File: config.mk
export PLATFORM = sky130hd
export DESIGN_NAME = frame_silence_detector
export DESIGN_NICKNAME = d
export VERILOG_FILES = /design/src/fsd_pkg.sv /design/src/fsd_front.sv /design/src/fsd_queue.sv /design/src/fsd_back.sv /design/src/frame_silence_detector.sv
export VERILOG_INCLUDE_DIRS = /design/src /design/src/src
export SDC_FILE = /design/constraint.sdc
export NUM_CORES = 1
export LEC_CHECK = 0
export ABC_AREA = 1
export BUFFER_PORTS_ARGS = -buffer_cell sky130_fd_sc_hd__buf_2
export CORE_UTILIZATION = 42
export CTS_CLUSTER_DIAMETER = 100
export DETAILED_ROUTE_END_ITERATION = 6
export PLACE_DENSITY_LB_ADDON = 0.08
export SYNTH_ARGS = -nofsm -noshare
export SYNTH_HDL_FRONTEND = slang
export SYNTH_SLANG_ARGS = --single-unit
File: constraint.sdc
create_clock -name clk -period 8.7 [get_ports clk]
set_input_delay 1.74 -clock clk [delete_from_list [all_inputs] [get_ports clk]]
set_output_delay 1.74 -clock clk [all_outputs]
set_load 0.02 [all_outputs]
File: src/frame_silence_detector_defines.svh
// ----------------------------------------------------------------------------
// Frame silence detector assertion macros
// Concurrent assertion wrappers; NO_ASSERTIONS compiles them out.
// ----------------------------------------------------------------------------
`ifndef FRAME_SILENCE_DETECTOR_DEFINES_SVH
`define FRAME_SILENCE_DETECTOR_DEFINES_SVH

`ifndef NO_ASSERTIONS
`define FSD_ASSERT(lbl, clk, rst_n, prop, msg) \
	lbl: assert property (@(posedge clk) disable iff (!rst_n) prop) else $error(msg);
`define FSD_NEVER(lbl, clk, rst_n, cond, msg) \
	lbl: assert property (@(posedge clk) disable iff (!rst_n) !(cond)) else $error(msg);
`else
`define FSD_ASSERT(lbl, clk, rst_n, prop, msg)
`define FSD_NEVER(lbl, clk, rst_n, cond, msg)
`endif

`endif

File: src/fsd_pkg.sv
// ----------------------------------------------------------------------------
// Frame silence detector package
// Widths, payload structs, register and mode codes, mu-law mapping.
// ----------------------------------------------------------------------------
package fsd_pkg;

	localparam int MAX_FRAME_SAMPLES = 1024;
	localparam int CNT_W = $clog2(MAX_FRAME_SAMPLES + 1);
	localparam int SUM_W = 16 + $clog2(MAX_FRAME_SAMPLES);
	localparam int QUO_W = 16;
	localparam int REM_W = CNT_W + 1;
	localparam int STEP_W = $clog2(QUO_W);
	localparam int QUEUE_DEPTH = 2;
	localparam int QPTR_W = (QUEUE_DEPTH > 1) ? $clog2(QUEUE_DEPTH) : 1;
	localparam int QCNT_W = $clog2(QUEUE_DEPTH + 1);
	localparam int CFG_IDX_W = 3;
	localparam int CFG_DATA_W = 12;
	localparam int FRM_W = 13;
	localparam int PCT_W = 21;

	localparam logic [CFG_IDX_W-1:0] REG_DETECT_MODE = 3'd0;
	localparam logic [CFG_IDX_W-1:0] REG_START_THRESHOLD = 3'd1;
	localparam logic [CFG_IDX_W-1:0] REG_MAX_THRESHOLD = 3'd2;
	localparam logic [CFG_IDX_W-1:0] REG_MIN_SIGNAL_FRAMES = 3'd3;
	localparam logic [CFG_IDX_W-1:0] REG_MIN_SILENCE_FRAMES = 3'd4;
	localparam logic [CFG_IDX_W-1:0] REG_RECALC_FRAMES = 3'd5;

	localparam logic [1:0] MODE_DISABLED = 2'd0;
	localparam logic [1:0] MODE_FIXED = 2'd1;
	localparam logic [1:0] MODE_ADAPTIVE = 2'd2;

	localparam logic [7:0] START_THRESHOLD_RST = 8'd4;
	localparam logic [14:0] LEVEL_MAX = 15'h7fff;

	typedef struct packed {
		logic signed [15:0] sample;
		logic               last_in_frame;
	} fsd_in_t;

	typedef struct packed {
		logic        is_silence;
		logic [14:0] frame_level;
		logic [6:0]  ulaw_level;
		logic [7:0]  threshold_now;
	} fsd_out_t;

	typedef struct packed {
		logic [SUM_W-1:0] sum;
		logic [CNT_W-1:0] count;
	} fsd_frame_t;

	typedef struct packed {
		logic [1:0]  detect_mode;
		logic [7:0]  max_threshold;
		logic [11:0] min_signal_frames;
		logic [11:0] min_silence_frames;
		logic [11:0] recalc_frames;
	} fsd_cfg_t;

	typedef enum logic [2:0] {
		BK_IDLE,
		BK_DIV,
		BK_LEVEL,
		BK_APPLY,
		BK_WINDOW
	} back_state_t;

	function automatic logic [6:0] fsd_ulaw(input logic [14:0] lin);
		logic [15:0] v;
		logic [3:0]  seg;
		v = {1'b0, lin} + 16'h0084;
		seg = 4'd8;
		for (int s = 7; s >= 0; s--) begin
			if (v < (16'd1 << (8 + s))) begin
				seg = 4'(s);
			end
		end
		if (seg == 4'd8) begin
			return 7'h7f;
		end
		return {seg[2:0], 4'(v >> (seg + 4'd3))};
	endfunction

endpackage

File: src/fsd_front.sv
// ----------------------------------------------------------------------------
// Frame silence detector front end
// Accumulates absolute sample values and pushes each closed frame.
// ----------------------------------------------------------------------------
module fsd_front (
	input  logic               clk,
	input  logic               arst_n,
	input  logic               in_valid,
	output logic               in_ready,
	input  fsd_pkg::fsd_in_t   in_data,
	output logic               push_valid,
	input  logic               push_ready,
	output fsd_pkg::fsd_frame_t push_data
);
	import fsd_pkg::*;

	logic [SUM_W-1:0] sum_q;
	logic [CNT_W-1:0] cnt_q;
	logic [15:0]      mag;
	logic             room;
	logic [SUM_W-1:0] sum_nx;
	logic [CNT_W-1:0] cnt_nx;
	logic             accept;

	assign mag = in_data.sample[15] ? (~in_data.sample + 16'd1) : in_data.sample;
	assign room = cnt_q < CNT_W'(MAX_FRAME_SAMPLES);
	assign sum_nx = room ? (sum_q + SUM_W'(mag)) : sum_q;
	assign cnt_nx = room ? (cnt_q + CNT_W'(1)) : cnt_q;

	assign in_ready = push_ready || !in_data.last_in_frame;
	assign accept = in_valid && in_ready;
	assign push_valid = in_valid && in_data.last_in_frame;
	assign push_data.sum = sum_nx;
	assign push_data.count = cnt_nx;

	always_ff @(posedge clk or negedge arst_n) begin
		if (!arst_n) begin
			sum_q <= '0;
			cnt_q <= '0;
		end else if (accept) begin
			if (in_data.last_in_frame) begin
				sum_q <= '0;
				cnt_q <= '0;
			end else begin
				sum_q <= sum_nx;
				cnt_q <= cnt_nx;
			end
		end
	end

endmodule

File: src/fsd_queue.sv
// ----------------------------------------------------------------------------
// Frame silence detector frame queue
// Short queue of closed frames between the front end and the back end.
// ----------------------------------------------------------------------------
`include "frame_silence_detector_defines.svh"

module fsd_queue (
	input  logic                clk,
	input  logic                arst_n,
	input  logic                push_valid,
	output logic                push_ready,
	input  fsd_pkg::fsd_frame_t push_data,
	output logic                pop_valid,
	input  logic                pop_ready,
	output fsd_pkg::fsd_frame_t pop_data
);
	import fsd_pkg::*;

	fsd_frame_t        mem_q [QUEUE_DEPTH];
	logic [QPTR_W-1:0] wr_ptr_q;
	logic [QPTR_W-1:0] rd_ptr_q;
	logic [QCNT_W-1:0] count_q;
	logic              push;
	logic              pop;

	assign push_ready = count_q != QCNT_W'(QUEUE_DEPTH);
	assign pop_valid = count_q != '0;
	assign pop_data = mem_q[rd_ptr_q];
	assign push = push_valid && push_ready;
	assign pop = pop_valid && pop_ready;

	always_ff @(posedge clk) begin
		if (push) begin
			mem_q[wr_ptr_q] <= push_data;
		end
	end

	always_ff @(posedge clk or negedge arst_n) begin
		if (!arst_n) begin
			wr_ptr_q <= '0;
			rd_ptr_q <= '0;
			count_q <= '0;
		end else begin
			if (push) begin
				wr_ptr_q <= (wr_ptr_q == QPTR_W'(QUEUE_DEPTH - 1)) ? '0 : wr_ptr_q + QPTR_W'(1);
			end
			if (pop) begin
				rd_ptr_q <= (rd_ptr_q == QPTR_W'(QUEUE_DEPTH - 1)) ? '0 : rd_ptr_q + QPTR_W'(1);
			end
			if (push && !pop) begin
				count_q <= count_q + QCNT_W'(1);
			end else if (pop && !push) begin
				count_q <= count_q - QCNT_W'(1);
			end
		end
	end

	`FSD_NEVER(a_q_overfill, clk, arst_n, count_q > QCNT_W'(QUEUE_DEPTH), "queue overfilled")
	`FSD_NEVER(a_q_pop_empty, clk, arst_n, pop_ready && count_q == '0 && pop, "pop from empty")

endmodule

File: src/fsd_back.sv
// ----------------------------------------------------------------------------
// Frame silence detector back end
// Divides the frame sum, maps to mu-law, runs hangover and threshold logic.
// ----------------------------------------------------------------------------
`include "frame_silence_detector_defines.svh"

module fsd_back (
	input  logic                clk,
	input  logic                arst_n,
	input  fsd_pkg::fsd_cfg_t   cfg,
	input  logic                thr_load,
	input  logic [7:0]          thr_value,
	input  logic                frame_valid,
	output logic                frame_ready,
	input  fsd_pkg::fsd_frame_t frame,
	output logic                out_valid,
	input  logic                out_ready,
	output fsd_pkg::fsd_out_t   out_data
);
	import fsd_pkg::*;

	localparam logic [STEP_W-1:0] STEP_LAST = STEP_W'(QUO_W - 1);

	back_state_t       state_q;
	back_state_t       state_d;
	logic [REM_W-1:0]  rem_q;
	logic [QUO_W-1:0]  quo_q;
	logic [CNT_W-1:0]  dvs_q;
	logic [STEP_W-1:0] step_q;
	logic [14:0]       level_q;
	logic [6:0]        ulaw_q;
	logic              talking_q;
	logic [FRM_W-1:0]  tc_q;
	logic [FRM_W-1:0]  sig_q;
	logic [FRM_W-1:0]  sil_q;
	logic [7:0]        thr_q;
	logic [7:0]        weak_q;
	logic [7:0]        loud_q;
	fsd_out_t          out_q;
	logic              out_valid_q;
	logic              out_load;

	logic [REM_W-1:0]  shifted;
	logic              ge;
	logic [14:0]       mean;

	logic              enabled;
	logic              have_sig;
	logic [11:0]       limit;
	logic [FRM_W-1:0]  tc_inc;
	logic              differ;
	logic              flip;
	logic [7:0]        lvl8;
	logic [7:0]        weak_b;
	logic [7:0]        loud_b;
	logic [FRM_W-1:0]  sig_b;
	logic [FRM_W-1:0]  sil_b;

	logic [FRM_W:0]    total;
	logic              win_end;
	logic [PCT_W-1:0]  s100;
	logic [PCT_W-1:0]  t96;
	logic [PCT_W-1:0]  t81;
	logic [PCT_W-1:0]  t10;
	logic [PCT_W-1:0]  t5;
	logic [8:0]        cur9;
	logic [8:0]        w1;
	logic [8:0]        nt;
	logic [7:0]        thr_new;
	logic              thr_upd;

	assign shifted = {rem_q[REM_W-2:0], quo_q[QUO_W-1]};
	assign ge = shifted >= REM_W'(dvs_q);
	assign mean = (quo_q > QUO_W'(LEVEL_MAX)) ? LEVEL_MAX : quo_q[14:0];

	assign enabled = (cfg.detect_mode == MODE_FIXED) || (cfg.detect_mode == MODE_ADAPTIVE);
	assign lvl8 = {1'b0, ulaw_q};
	assign have_sig = lvl8 > thr_q;
	assign limit = talking_q ? cfg.min_silence_frames : cfg.min_signal_frames;
	assign tc_inc = tc_q + FRM_W'(1);
	assign differ = talking_q != have_sig;
	assign flip = differ && (tc_inc > FRM_W'(limit));
	assign weak_b = flip ? 8'hff : weak_q;
	assign loud_b = flip ? 8'h00 : loud_q;
	assign sig_b = flip ? '0 : sig_q;
	assign sil_b = flip ? '0 : sil_q;

	assign total = {1'b0, sig_q} + {1'b0, sil_q};
	assign win_end = total > (FRM_W + 1)'(cfg.recalc_frames);
	assign s100 = PCT_W'(sig_q) * PCT_W'(100);
	assign t96 = PCT_W'(total) * PCT_W'(96);
	assign t81 = PCT_W'(total) * PCT_W'(81);
	assign t10 = PCT_W'(total) * PCT_W'(10);
	assign t5 = PCT_W'(total) * PCT_W'(5);
	assign cur9 = {1'b0, thr_q};
	assign w1 = {1'b0, weak_q} + 9'd1;

	always_comb begin
		nt = cur9;
		if (s100 >= t96) begin
			if (w1 >= cur9) begin
				nt = cur9 + ((w1 - cur9) >> 1);
			end
		end else if (s100 < t5) begin
			nt = ((cur9 + {1'b0, loud_q}) >> 1) + 9'd1;
		end else if (s100 >= t81) begin
			nt = cur9 + 9'd1;
		end else if (s100 < t10) begin
			nt = (thr_q != 8'd0) ? (cur9 - 9'd1) : 9'd0;
		end
	end

	assign thr_new = (nt > {1'b0, cfg.max_threshold}) ? cfg.max_threshold : nt[7:0];
	assign thr_upd = enabled && win_end && (cfg.detect_mode == MODE_ADAPTIVE);

	always_ff @(posedge clk or negedge arst_n) begin
		if (!arst_n) begin
			state_q <= BK_IDLE;
		end else begin
			state_q <= state_d;
		end
	end

	always_comb begin
		state_d = state_q;
		frame_ready = 1'b0;
		out_load = 1'b0;
		case (state_q)
			BK_IDLE: begin
				frame_ready = 1'b1;
				if (frame_valid) begin
					state_d = BK_DIV;
				end
			end
			BK_DIV: begin
				if (step_q == STEP_LAST) begin
					state_d = BK_LEVEL;
				end
			end
			BK_LEVEL: begin
				state_d = BK_APPLY;
			end
			BK_APPLY: begin
				state_d = BK_WINDOW;
			end
			BK_WINDOW: begin
				if (!out_valid_q || out_ready) begin
					out_load = 1'b1;
					state_d = BK_IDLE;
				end
			end
			default: begin
				state_d = BK_IDLE;
			end
		endcase
	end

	always_ff @(posedge clk) begin
		if (state_q == BK_IDLE) begin
			rem_q <= REM_W'(frame.sum >> QUO_W);
			quo_q <= frame.sum[QUO_W-1:0];
			dvs_q <= frame.count;
			step_q <= '0;
		end else if (state_q == BK_DIV) begin
			rem_q <= ge ? (shifted - REM_W'(dvs_q)) : shifted;
			quo_q <= {quo_q[QUO_W-2:0], ge};
			step_q <= step_q + STEP_W'(1);
		end
		if (state_q == BK_LEVEL) begin
			level_q <= mean;
			ulaw_q <= fsd_ulaw(mean);
		end
		if (out_load) begin
			out_q.is_silence <= enabled && !talking_q;
			out_q.frame_level <= level_q;
			out_q.ulaw_level <= ulaw_q;
			out_q.threshold_now <= thr_upd ? thr_new : thr_q;
		end
	end

	always_ff @(posedge clk or negedge arst_n) begin
		if (!arst_n) begin
			talking_q <= 1'b0;
			tc_q <= '0;
			sig_q <= '0;
			sil_q <= '0;
			thr_q <= START_THRESHOLD_RST;
			weak_q <= 8'hff;
			loud_q <= 8'h00;
			out_valid_q <= 1'b0;
		end else begin
			if (thr_load) begin
				thr_q <= thr_value;
			end else if (out_load && thr_upd) begin
				thr_q <= thr_new;
			end
			if (state_q == BK_APPLY && enabled) begin
				talking_q <= talking_q ^ flip;
				tc_q <= (differ && !flip) ? tc_inc : '0;
				if (have_sig) begin
					weak_q <= (lvl8 < weak_b) ? lvl8 : weak_b;
					loud_q <= loud_b;
					sig_q <= sig_b + FRM_W'(1);
					sil_q <= sil_b;
				end else begin
					weak_q <= weak_b;
					loud_q <= (lvl8 > loud_b) ? lvl8 : loud_b;
					sig_q <= sig_b;
					sil_q <= sil_b + FRM_W'(1);
				end
			end
			if (out_load && enabled && win_end) begin
				weak_q <= 8'hff;
				loud_q <= 8'h00;
				sig_q <= '0;
				sil_q <= '0;
			end
			if (out_load) begin
				out_valid_q <= 1'b1;
			end else if (out_ready) begin
				out_valid_q <= 1'b0;
			end
		end
	end

	assign out_valid = out_valid_q;
	assign out_data = out_q;

	`FSD_ASSERT(a_quot_range, clk, arst_n, (state_q == BK_LEVEL) |-> (quo_q <= 16'h8000), "mean exceeds full scale")
	`FSD_NEVER(a_out_overwrite, clk, arst_n, out_load && out_valid_q && !out_ready, "result overwritten")
	`FSD_ASSERT(a_talk_start, clk, arst_n, $rose(talking_q) |-> (sig_q == 13'd1 && sil_q == 13'd0), "window not restarted on talk start")
	`FSD_ASSERT(a_talk_end, clk, arst_n, $fell(talking_q) |-> (sil_q == 13'd1 && sig_q == 13'd0), "window not restarted on talk end")

endmodule

File: src/frame_silence_detector.sv
// Path: a closed frame passes the queue, then DIV, LEVEL, APPLY and WINDOW to out_valid.
// Throughput: one sample per cycle while in_ready is high; the back end takes a frame
//   only after its 16-step restoring divider; short frames stall input via the 2-entry queue.
// Reset: arst_n clears accumulators, queue, talk state and window counters; the working
//   threshold loads 4 and the registers take their defaults (adaptive, max 255, 1/25/100).
// ----------------------------------------------------------------------------
// Frame silence detector top level
// Configuration registers, front accumulator, frame queue and back end.
// ----------------------------------------------------------------------------
module frame_silence_detector (
	input  logic                                clk,
	input  logic                                arst_n,
	input  logic                                cfg_wr_en,
	input  logic [fsd_pkg::CFG_IDX_W-1:0]       cfg_index,
	input  logic [fsd_pkg::CFG_DATA_W-1:0]      cfg_data,
	input  logic                                in_valid,
	output logic                                in_ready,
	input  fsd_pkg::fsd_in_t                    in_data,
	output logic                                out_valid,
	input  logic                                out_ready,
	output fsd_pkg::fsd_out_t                   out_data
);
	import fsd_pkg::*;

	fsd_cfg_t   cfg_q;
	logic       thr_load;
	logic       push_valid;
	logic       push_ready;
	fsd_frame_t push_data;
	logic       pop_valid;
	logic       pop_ready;
	fsd_frame_t pop_data;

	assign thr_load = cfg_wr_en && (cfg_index == REG_START_THRESHOLD);

	always_ff @(posedge clk or negedge arst_n) begin
		if (!arst_n) begin
			cfg_q.detect_mode <= MODE_ADAPTIVE;
			cfg_q.max_threshold <= 8'd255;
			cfg_q.min_signal_frames <= 12'd1;
			cfg_q.min_silence_frames <= 12'd25;
			cfg_q.recalc_frames <= 12'd100;
		end else if (cfg_wr_en) begin
			case (cfg_index)
				REG_DETECT_MODE: cfg_q.detect_mode <= cfg_data[1:0];
				REG_MAX_THRESHOLD: cfg_q.max_threshold <= cfg_data[7:0];
				REG_MIN_SIGNAL_FRAMES: cfg_q.min_signal_frames <= cfg_data;
				REG_MIN_SILENCE_FRAMES: cfg_q.min_silence_frames <= cfg_data;
				REG_RECALC_FRAMES: cfg_q.recalc_frames <= cfg_data;
				default: begin
				end
			endcase
		end
	end

	fsd_front u_front (
		.clk        (clk),
		.arst_n     (arst_n),
		.in_valid   (in_valid),
		.in_ready   (in_ready),
		.in_data    (in_data),
		.push_valid (push_valid),
		.push_ready (push_ready),
		.push_data  (push_data)
	);

	fsd_queue u_queue (
		.clk        (clk),
		.arst_n     (arst_n),
		.push_valid (push_valid),
		.push_ready (push_ready),
		.push_data  (push_data),
		.pop_valid  (pop_valid),
		.pop_ready  (pop_ready),
		.pop_data   (pop_data)
	);

	fsd_back u_back (
		.clk         (clk),
		.arst_n      (arst_n),
		.cfg         (cfg_q),
		.thr_load    (thr_load),
		.thr_value   (cfg_data[7:0]),
		.frame_valid (pop_valid),
		.frame_ready (pop_ready),
		.frame       (pop_data),
		.out_valid   (out_valid),
		.out_ready   (out_ready),
		.out_data    (out_data)
	);

endmodule
; Word level (Yosys, flattened, before mapping)
; Memory sizes are Yosys's and may differ from the RTL's.
; Index checks and enable logic that the tools add are counted.
[classes]
multipliers = 5
reduce_logical = 40
shift = 1
eq_ne = 18
bitwise = 2
add_sub_neg = 22
muxes = 69
n_lt_le_gt_ge = 22
[op_table]
columns = operator, count
row1 = 2-to-1 mux 13 bit, 9
row2 = 2-to-1 mux 8 bit, 14
row3 = 2-to-1 mux 9 bit, 6
row4 = 2-to-1 mux 26 bit, 2
row5 = 2-to-1 mux 16 bit, 3
row6 = >= comparator 20 x 21 -> 1 bit, 2
row7 = adder 13 x 1 -> 13 bit (second input constant), 3
row8 = 2-to-1 mux 4 bit, 9
row9 = multiplier 14 x 3 -> 17 bit (second input constant), 2
row10 = 2-to-1 mux 11 bit, 3
row11 = adder 8 x 1 -> 9 bit (second input constant), 3
row12 = adder 26 x 16 -> 26 bit, 1
row13 = multiplier 14 x 7 -> 21 bit (second input constant), 1
row14 = < comparator 20 x 17 -> 1 bit, 1
row15 = < comparator 20 x 18 -> 1 bit, 1
row16 = 2-to-1 mux 10 bit, 2
row17 = adder 8 x 8 -> 9 bit, 2
row18 = multiplier 13 x 5 -> 18 bit (second input constant), 1
row19 = adder 15 x 8 -> 16 bit (second input constant), 1
row20 = adder 16 x 1 -> 16 bit (second input constant), 1
row21 = > comparator 16 x 15 -> 1 bit (second input constant), 1
row22 = > comparator 7 x 8 -> 1 bit, 2
row23 = logical AND 1 bit, 16
row24 = < comparator 16 x 10 -> 1 bit (second input constant), 1
row25 = 51 further kinds, 92
[word_totals]
register_bits = 250
wordCells = 210
memories = 1
mem_bits_rw = 74
inputBits = 37
output_inout_bits = 33
[mem_list]
columns = memory, words, width, read_ports, rd_ports_with_merged_regs, write_ports, line_no
row1 = u_queue.mem_q, 2, 37, 1, 0, 1, fsd_queue.sv:19  ; fsd_frame_t mem_q [QUEUE_DEPTH];

; Depth between registers and ports, before layout
; Gate-level depths: netlist (run 1).
[depth]
ltp_word = 17
depth_mapped = 52
depth_no_buf = 52

; Modules after synthesis
; From an unflattened synthesis (run 1), not the netlist that was laid out.
[unflattened]
cells_unflattened = 3445
hier_area_um2 = 26522.9
[modules_own_cells]
columns = mod, area_per_inst_um2, instances, seq_area_each_um2, cells_per_inst
row1 = fsd_back, 18096.1, 1, 4515.6, 2421
row2 = fsd_front, 3608.5, 1, 925.9, 588
row3 = fsd_queue, 2926.6, 1, 2322.2, 222
row4 = frame_silence_detector, 1891.8, 1, 1171.1, 214

; Least setup slack after synthesis (run 1)
; Ideal clock, no wire load.
[synth_path]
kind = register to register
start = register u_back.sig_q[0]
end = register u_back.out_q, in the netlist u_back.out_data[0], data pin
period_less_slack_ns = 7.468
arrival_ns = 7.214
path_stages_with_launch = 45
slack_ns = 1.232
setup_time_ns = 0.254
n_path_buf = 0
required_ns = 8.446
cell_sequence = dfrtp_1 > ha_1 > fa_1 > nand3_1 > nand2_1 > nand3_1 > nand2_1 > a21oi_1 > o21bai_1 > a21oi_1 > o21ai_0 > xnor2_1 > inv_1 > ha_1 > ha_1 > inv_1 > fa_1 > inv_1 > [9 not listed] > nand2_1 > nand3_1 > nand3_1 > nand3_1 > nand3_1 > nand2_1 > inv_1 > ha_1 > a21oi_1 > o21ai_0 > o21ai_0 > a21boi_0 > o32ai_1 > nand2_1 > nor2_4 > nand2_1 > nand3_1 > nand2_1
[synth_via]
elab_chain_cells = 10
word_cells_on_any_way = 20
classes_between = add/sub (1) / mul (5) / order compare (6) / mux (6) / reduce/logical (2)
[synth_rtl]
columns = element, line_no
row1 = "start, declared", fsd_back.sv:34  ; logic [FRM_W-1:0] sig_q;
row2 = "start signal, assigned", fsd_back.sv:203  ; sig_q <= sig_b + FRM_W'(1);
row3 = "start signal, assigned", fsd_back.sv:208  ; sig_q <= sig_b;
row4 = adder 13 x 13 -> 14 bit, fsd_back.sv:88  ; assign total = {1'b0, sig_q} + {1'b0, sil_q};
row5 = multiplier 14 x 3 -> 17 bit, "fsd_back.sv:93, fsd_back.sv:94"
row6 = < comparator 20 x 18 -> 1 bit, fsd_back.sv:108  ; end else if (s100 < t10) begin
row7 = 2-to-1 mux 9 bit, fsd_back.sv:108
row8 = 2-to-1 mux 9 bit, fsd_back.sv:106  ; end else if (s100 >= t81) begin
row9 = 2-to-1 mux 9 bit, fsd_back.sv:104  ; end else if (s100 < t5) begin
row10 = 2-to-1 mux 9 bit, fsd_back.sv:100  ; if (s100 >= t96) begin
row11 = > comparator 9 x 8 -> 1 bit, fsd_back.sv:113  ; assign thr_new = (nt > {1'b0, cfg.max_threshold}) ? cfg.max_threshold : nt[7:0];
row12 = 2-to-1 mux 8 bit, fsd_back.sv:113
row13 = 2-to-1 mux 8 bit (*), fsd_back.sv:177  ; out_q.threshold_now <= thr_upd ? thr_new : thr_q;
row14 = "end, declared", fsd_back.sv:39  ; fsd_out_t out_q;
; Mark *: on every way between the ends. The rest lies on a longest branch, timed or not.
; A chain may end at the register's enable or synchronous reset.

; Final worst setup path (run 1)
[layout_path]
start = register u_back.sil_q[0]
end = register u_back.out_q, in the netlist u_back.out_data[0], data pin
[layout_via]
elab_chain_cells = 10
word_cells_on_any_way = 19
classes_between = add/sub (1) / mul (4) / order compare (6) / mux (6) / reduce/logical (2)
[layout_rtl]
columns = element, line_no
row1 = "start, declared", fsd_back.sv:35  ; logic [FRM_W-1:0] sil_q;
row2 = "start signal, assigned", fsd_back.sv:204  ; sil_q <= sil_b;
row3 = "start signal, assigned", fsd_back.sv:209  ; sil_q <= sil_b + FRM_W'(1);
row4 = adder 13 x 13 -> 14 bit (*), fsd_back.sv:88
row5 = multiplier 14 x 3 -> 17 bit, "fsd_back.sv:93, fsd_back.sv:94"
row6 = < comparator 20 x 18 -> 1 bit, fsd_back.sv:108
row7 = 2-to-1 mux 9 bit, fsd_back.sv:108
row8 = 2-to-1 mux 9 bit, fsd_back.sv:106
row9 = 2-to-1 mux 9 bit, fsd_back.sv:104
row10 = 2-to-1 mux 9 bit, fsd_back.sv:100
row11 = > comparator 9 x 8 -> 1 bit, fsd_back.sv:113
row12 = 2-to-1 mux 8 bit, fsd_back.sv:113
row13 = 2-to-1 mux 8 bit (*), fsd_back.sv:177
; Marked as above.

==> results of run 1 <==
## worst min path at each step
stage,to,depth (start not counted),start,slack [ns]
after detailed placement,u_back.out_data[23],0,u_back.level_q[8],0.41
final,u_back.out_data[23],0,u_back.level_q[8],0.41
after floorplan,u_back.out_data[15],0,u_back.level_q[0],0.40
after global placement,u_back.out_data[16],0,u_back.level_q[1],0.41
after CTS,u_back.out_data[23],0,u_back.level_q[8],0.42
after global routing,u_back.out_data[23],0,u_back.level_q[8],0.42
## flip-flops by register name, summed over array words and instances, names as in the netlist, 11 cells and up, named ones only
signal,flops
u_back.level_q,15
u_back.tc_q,13
u_back.sig_q,13
cfg_q,46
u_back.sil_q,13
u_back.quo_q,16
u_front.sum_q,26
u_queue.mem_q,74
u_back.dvs_q,11
u_front.cnt_q,11
u_back.out_data,31
u_back.rem_q,11
## metrics by stage
step | std cells | setup WS, ns
5_1_grt | 4116 | 0.0003988
2_1_floorplan | 3227 | 1.232
4_1_cts | 4115 | 0.3739
3_3_place_gp | 4045 | 0.5713
6_report | 4116 | 0.6799
3_5_place_dp | 4045 | 0.4005
## cell families after synthesis
group,after synthesis
simple gates,1336
buf+inv,560
compound gates,493
fa+ha+maj,343
flops,324
xor+xnor,159
mux,12
## worst max-delay path: cells and delay by family (launching register included)
family	cells	cell delay (ns)
buf+inv	3	0.36
xor+xnor	2	0.40
simple gates	21	2.08
fa+ha+maj	9	2.87
compound gates	11	1.64
flops	1	0.41
## metal layers
| layer | vias to the layer above | GRT usage | share of wire |
|---|---|---|---|
| met5 | - | 0 | 0.00019 |
| met4 | 2 | 0.06473 | 0.026 |
| met3 | 92 | 0.03710 | 0.044 |
| met2 | 360 | 0.3724 | 0.47 |
| met1 | 9901 | 0.2841 | 0.46 |
| li1 | 10832 | - | - |
## area by class of cell
class	instances	area, sq um
clock buffer	49	1022
timing repair buffer	103	606.8
sequential	324	8935
inverter	494	1854
clock inverter	21	306.5
multi-input combinational	2343	14620
fill	6003	32040
tap	782	978.4
## cell usage in the layout, fill, tap and decap left out, drive strengths merged, types with 45 or more instances in the layout
master	Yosys	layout
inv	489	492
edfxtp	164	164
nand3	212	212
nor3	54	54
o21ai	222	222
dfrtp	130	130
nand4	45	45
nand2	795	795
nor2	196	196
xor2	117	117
a21oi	150	150
buf	15	103
ha	310	310
clkbuf	51	49
## timing repair
| action | 4_1_cts | 5_1_grt |
|---|---|---|
| gates resized for setup | 0 | 6 |
| buffers inserted | 0 | 1 |
| setup endpoints to repair | 0 | 16 |
| hold buffers | 0 | 0 |
| hold endpoints to repair | 0 | 0 |
==> reports/metrics.yaml, run 1 <==
run_status:
  status: "completed"
finish:
  finalNetCount: 3684
  num_antenna_cells: 0
  fin_util: 0.4692
  fin_area_sq_um: 28320
  layout-drive-gt1-share: 0.07738
  syn2layout_area_growth_pct: 10.50
critical_path:
  cp.required_ns: 9.03
  max_stage_delay_ns: 0.44
  reg2reg_slack_ns: 0.68
  startpoint: "u_back.sil_q[0]"
  reg2reg_depth: 46
  crit_end: "u_back.out_data[0]"
  regToRegStartpoint: "u_back.sil_q[0]"
  r2r-end: "u_back.out_data[0]"
  startpoint_type: "flop"
  cp_slowest_cell: "fa_1"
  end_kind: "flop"
  criticalPathCategory: "flop to flop"
  cp_common_cell: "nand2_1"
  crit_path_max_fanout: 8
  critPathArrivalTime_ns: 8.35
logic_synthesis:
  synth_xor_area_frac: 0.05433
  synthDistinctLibCells: 60
  yosysWarnings: 0
  syn-instance-count: 3227
  synth-simple-area-share: 0.2241
  synth_mux_area_frac: 0.004686
  synthAdderAreaFrac: 0.1771
  synth_ff_type: "edfxtp_1"
  synth_top_area_cell: "edfxtp_1"
  ys_seq_area_frac: 0.3486
  ys_ff_latch: 324
  ys_top_cells_by_area: "edfxtp_1 19%, ha_1 15%, dfrtp_1 13%"
  synth_compound_area_frac: 0.1076
  yosys-top-cells-count: "783 x nand2_1, 481 x inv_1, 310 x ha_1"
  async_flop_share: 0.4784
  synth_top_area_frac: 0.1921
  synth_edf_count: 164
  avgSynthCellArea_sq_um: 7.943
  synth.most_common_cell: "nand2_1"
  synth_top_family_by_area: "simple AND/OR/NAND/NOR gates"
  synth_area_sq_um: 25630
  syn_nets: 3607
placed_design:
  gp_congestion: 0.8988
  placed_area_sq_um: 26960
  port-buffer-count: 69
  dpl.hpwl_microns: 52570
detailed_routing:
  firstDrtPassIters: 5
  vias: 21187
  drt-initial-drc-count: 1142
  drt_drc_violations_left: 0
  routed_via_density: 5.147
  wl_microns: 67680
  postRouteAntennaNets: 0
  wl_per_cell_microns: 16.44
clock_network:
  cts_tree: "done"
  cts.sinks: 324
  insertion_delay_ns: 0.58
  cts_max_path_buffers: 3
  root_buffer: "clkbuf_16"
  numCtsBuffers: 38
  clk_pin_slew_ns: 0.06
  cts.htree.levels: 2
timing:
  period_share: 0.9219
  holdWs_ns: 0.4143
  fin_setup_tns_ns: 0
  fin_skew_ns: 0.03040
  layout_min_cycle_time_ns: 8.020
  relSlewSlack: 0.3333
  hold_viol: 0
  setup_viol: 0
  finalMaxSlewViolations: 0
  max_freq_mhz: 124.7
  max_slew.worst_pin.slew_ns: 0.9938
  grt_setup_unrepaired: "no"
global_route:
  grt_pass1_wl_microns: 109000
  grt-ovfl-total: 0
  grt_pass1_vias: 20712
  grt_max_degree: 89
  antenna_found_initial: 2
  grt_use_total: 0.2188
die:
  start_util: 0.4246
  dieArea_sq_um: 62020
  core-area_sq_um: 60360
  ios: 70
  die_w_microns: 249.0
  rows: 90
  die_h_microns: 249.0
hold_path:
  hp-class: "flop to flop"
flow_run:
  drv_cap: 0
Power of run 1 is left out: the tool's default activity adds up to more than one toggle a clock period on the data nets, which glitch-free logic cannot reach.
==> run 2: changes to the inputs <==
Settings changed: CTS_BUF_LIST from default to sky130_fd_sc_hd__clkbuf_8.
==> reports/metrics.yaml, run 2 (synthesis gave the netlist of run 1 again) <==
global_route:
  grt_pass1_vias: 20887  # was 20712
  grt_use_total: 0.2197  # was 0.2188
  grt-ovfl-total: 0  # unchanged
  antenna_found_initial: 2  # unchanged
  grt_pass1_wl_microns: 109900  # was 109000 microns
  grt_max_degree: 89  # unchanged
detailed_routing:
  wl_per_cell_microns: 16.36  # was 16.44 microns
  firstDrtPassIters: 5  # unchanged
  routed_via_density: 5.145  # was 5.147
  drt-initial-drc-count: 1380  # was 1142
  vias: 21381  # was 21187
  postRouteAntennaNets: 0  # unchanged
  drt_drc_violations_left: 0  # unchanged
  wl_microns: 67990  # was 67680 microns
clock_network:
  root_buffer: "clkbuf_8"  # was clkbuf_16
  clk_pin_slew_ns: 0.06  # about the same
  insertion_delay_ns: 0.72  # was 0.58 ns
  cts.sinks: 324  # unchanged
  numCtsBuffers: 58  # was 38
  cts.htree.levels: 2  # unchanged
  cts_tree: "done"  # unchanged
  cts_max_path_buffers: 3  # unchanged
critical_path:
  startpoint_type: "flop"  # unchanged
  criticalPathCategory: "flop to flop"  # unchanged
  crit_buf_inv: 3  # unchanged
  cp_common_cell: "nand2_1"  # unchanged
  reg2reg_slack_ns: 0.73  # was 0.68 ns
  end_kind: "flop"  # unchanged
  max_stage_delay_ns: 0.44  # about the same
  cp_top_family: "adder cells"  # unchanged
  crit_path_max_fanout: 8  # unchanged
  cp.required_ns: 9.13  # was 9.03 ns
  regToRegStartpoint: "u_back.sil_q[0]"  # unchanged
  cp_slowest_cell: "fa_1"  # unchanged
  r2r-end: "u_back.out_data[7]"  # was u_back.out_data[0]
  reg2reg_depth: 46  # unchanged
  critPathArrivalTime_ns: 8.40  # was 8.35 ns
hold_path:
  holdPathEnd: "u_back.out_data[27]"  # was u_back.out_data[23]
  min_path_cells: 0  # unchanged
  hold_path_startpoint: "u_back.level_q[12]"  # was u_back.level_q[8]
  hp-class: "flop to flop"  # unchanged
finish:
  seq_area_sq_um: 8935  # unchanged
  mostFrequentLayoutCells: "782 x nand2_1, 499 x inv_1, 310 x ha_1"  # was 782 x nand2_1, 481 x inv_1, 310 x ha_1
  multi_input_area_sq_um: 14630  # was 14620 sq um
  syn2layout_area_growth_pct: 10.59  # was 10.50%
  mostFrequentLayoutCell: "nand2_1"  # unchanged
  fill_cells: 6013  # was 6003
  finalNetCount: 3704  # was 3684
  largest_reg_flops: 74  # unchanged
  largest-register: "u_queue.mem_q"  # unchanged
  layout-drive-gt1-share: 0.08684  # was 0.07738
  num_antenna_cells: 0  # unchanged
timing:
  period_share: 0.9162  # was 0.9219
  setup_viol: 0  # unchanged
  finalMaxSlewViolations: 0  # unchanged
  relSlewSlack: 0.3294  # was 0.3333
  max_freq_mhz: 125.5  # was 124.7 MHz
  fin_skew_ns: 0.05782  # was 0.03040 ns
  grt_setup_unrepaired: "no"  # unchanged
  fin_setup_tns_ns: 0  # unchanged
  max_slew.worst_pin.slew_ns: 1.003  # was 0.9938 ns
  hold_viol: 0  # unchanged
  layout_min_cycle_time_ns: 7.971  # was 8.020 ns
die:
  die_h_microns: 249.0  # unchanged
  rows: 90  # unchanged
  start_util: 0.4246  # unchanged
  ios: 70  # unchanged
  dieArea_sq_um: 62020  # unchanged
  die_w_microns: 249.0  # unchanged
  core-area_sq_um: 60360  # unchanged
placed_design:
  gp_congestion: 0.8988  # unchanged
  dpl.hpwl_microns: 52570  # unchanged
  port-buffer-count: 69  # unchanged
run_status:
  status: "completed"  # unchanged
flow_run:
  drv_cap: 0  # unchanged
-- run 2: repair_timing --
action / 4_1_cts / 5_1_grt
hold buffers: 0 / 0
resized for setup: 0 / 11
endpoints found under the setup margin: 0 / 16
setup buffers: 0 / 1
-- run 2: stage by stage --
stage	hold slack, ns	setup slack, ns	area (sq um)	cells	utilization
2_1_floorplan	0.4003	1.232	25630	3227	-
3_3_place_gp	0.4051	0.5713	26960	4045	0.4466
5_1_grt	0.4203	0.002766	28340	4156	0.4696
4_1_cts	0.4180	0.3275	28300	4155	0.4688
6_report	0.4159	0.7287	28340	4156	0.4696
3_5_place_dp	0.4054	0.4005	26960	4045	0.4466
-- run 2: per-layer routing --
| layer | global-route usage | part of all wire |
|---|---|---|
| met3 | 0.02853 | 0.038 |
| met2 | 0.3770 | 0.47 |
| met5 | 0 | 0.00019 |
| met1 | 0.2894 | 0.46 |
| met4 | 0.06190 | 0.023 |
-- run 2: cell type report --
class | count | area share
sequential | 324 | 0.3152
clock buffer | 73 | 0.03545
inverter | 494 | 0.06542
tap | 782 | 0.03452
multi-input combinational | 2343 | 0.5162
clock inverter | 37 | 0.01183
timing repair buffer | 103 | 0.02141
-- run 2: how the worst max path moves through the flow --
stage               slack [ns]       startpoint                  to  cells after the start
finish                    0.73  u_back.sil_q[0]  u_back.out_data[7]                     46
global route             0.003  u_back.sil_q[0]  u_back.out_data[6]                     47
CTS                       0.33  u_back.sil_q[0]  u_back.out_data[0]                     46
detailed placement        0.40  u_back.sil_q[0]  u_back.out_data[0]                     46
global placement          0.57  u_back.sil_q[0]  u_back.out_data[1]                     49
floorplan                 1.23  u_back.sig_q[0]  u_back.out_data[0]                     44
Power of run 2 is left out for the same reason.
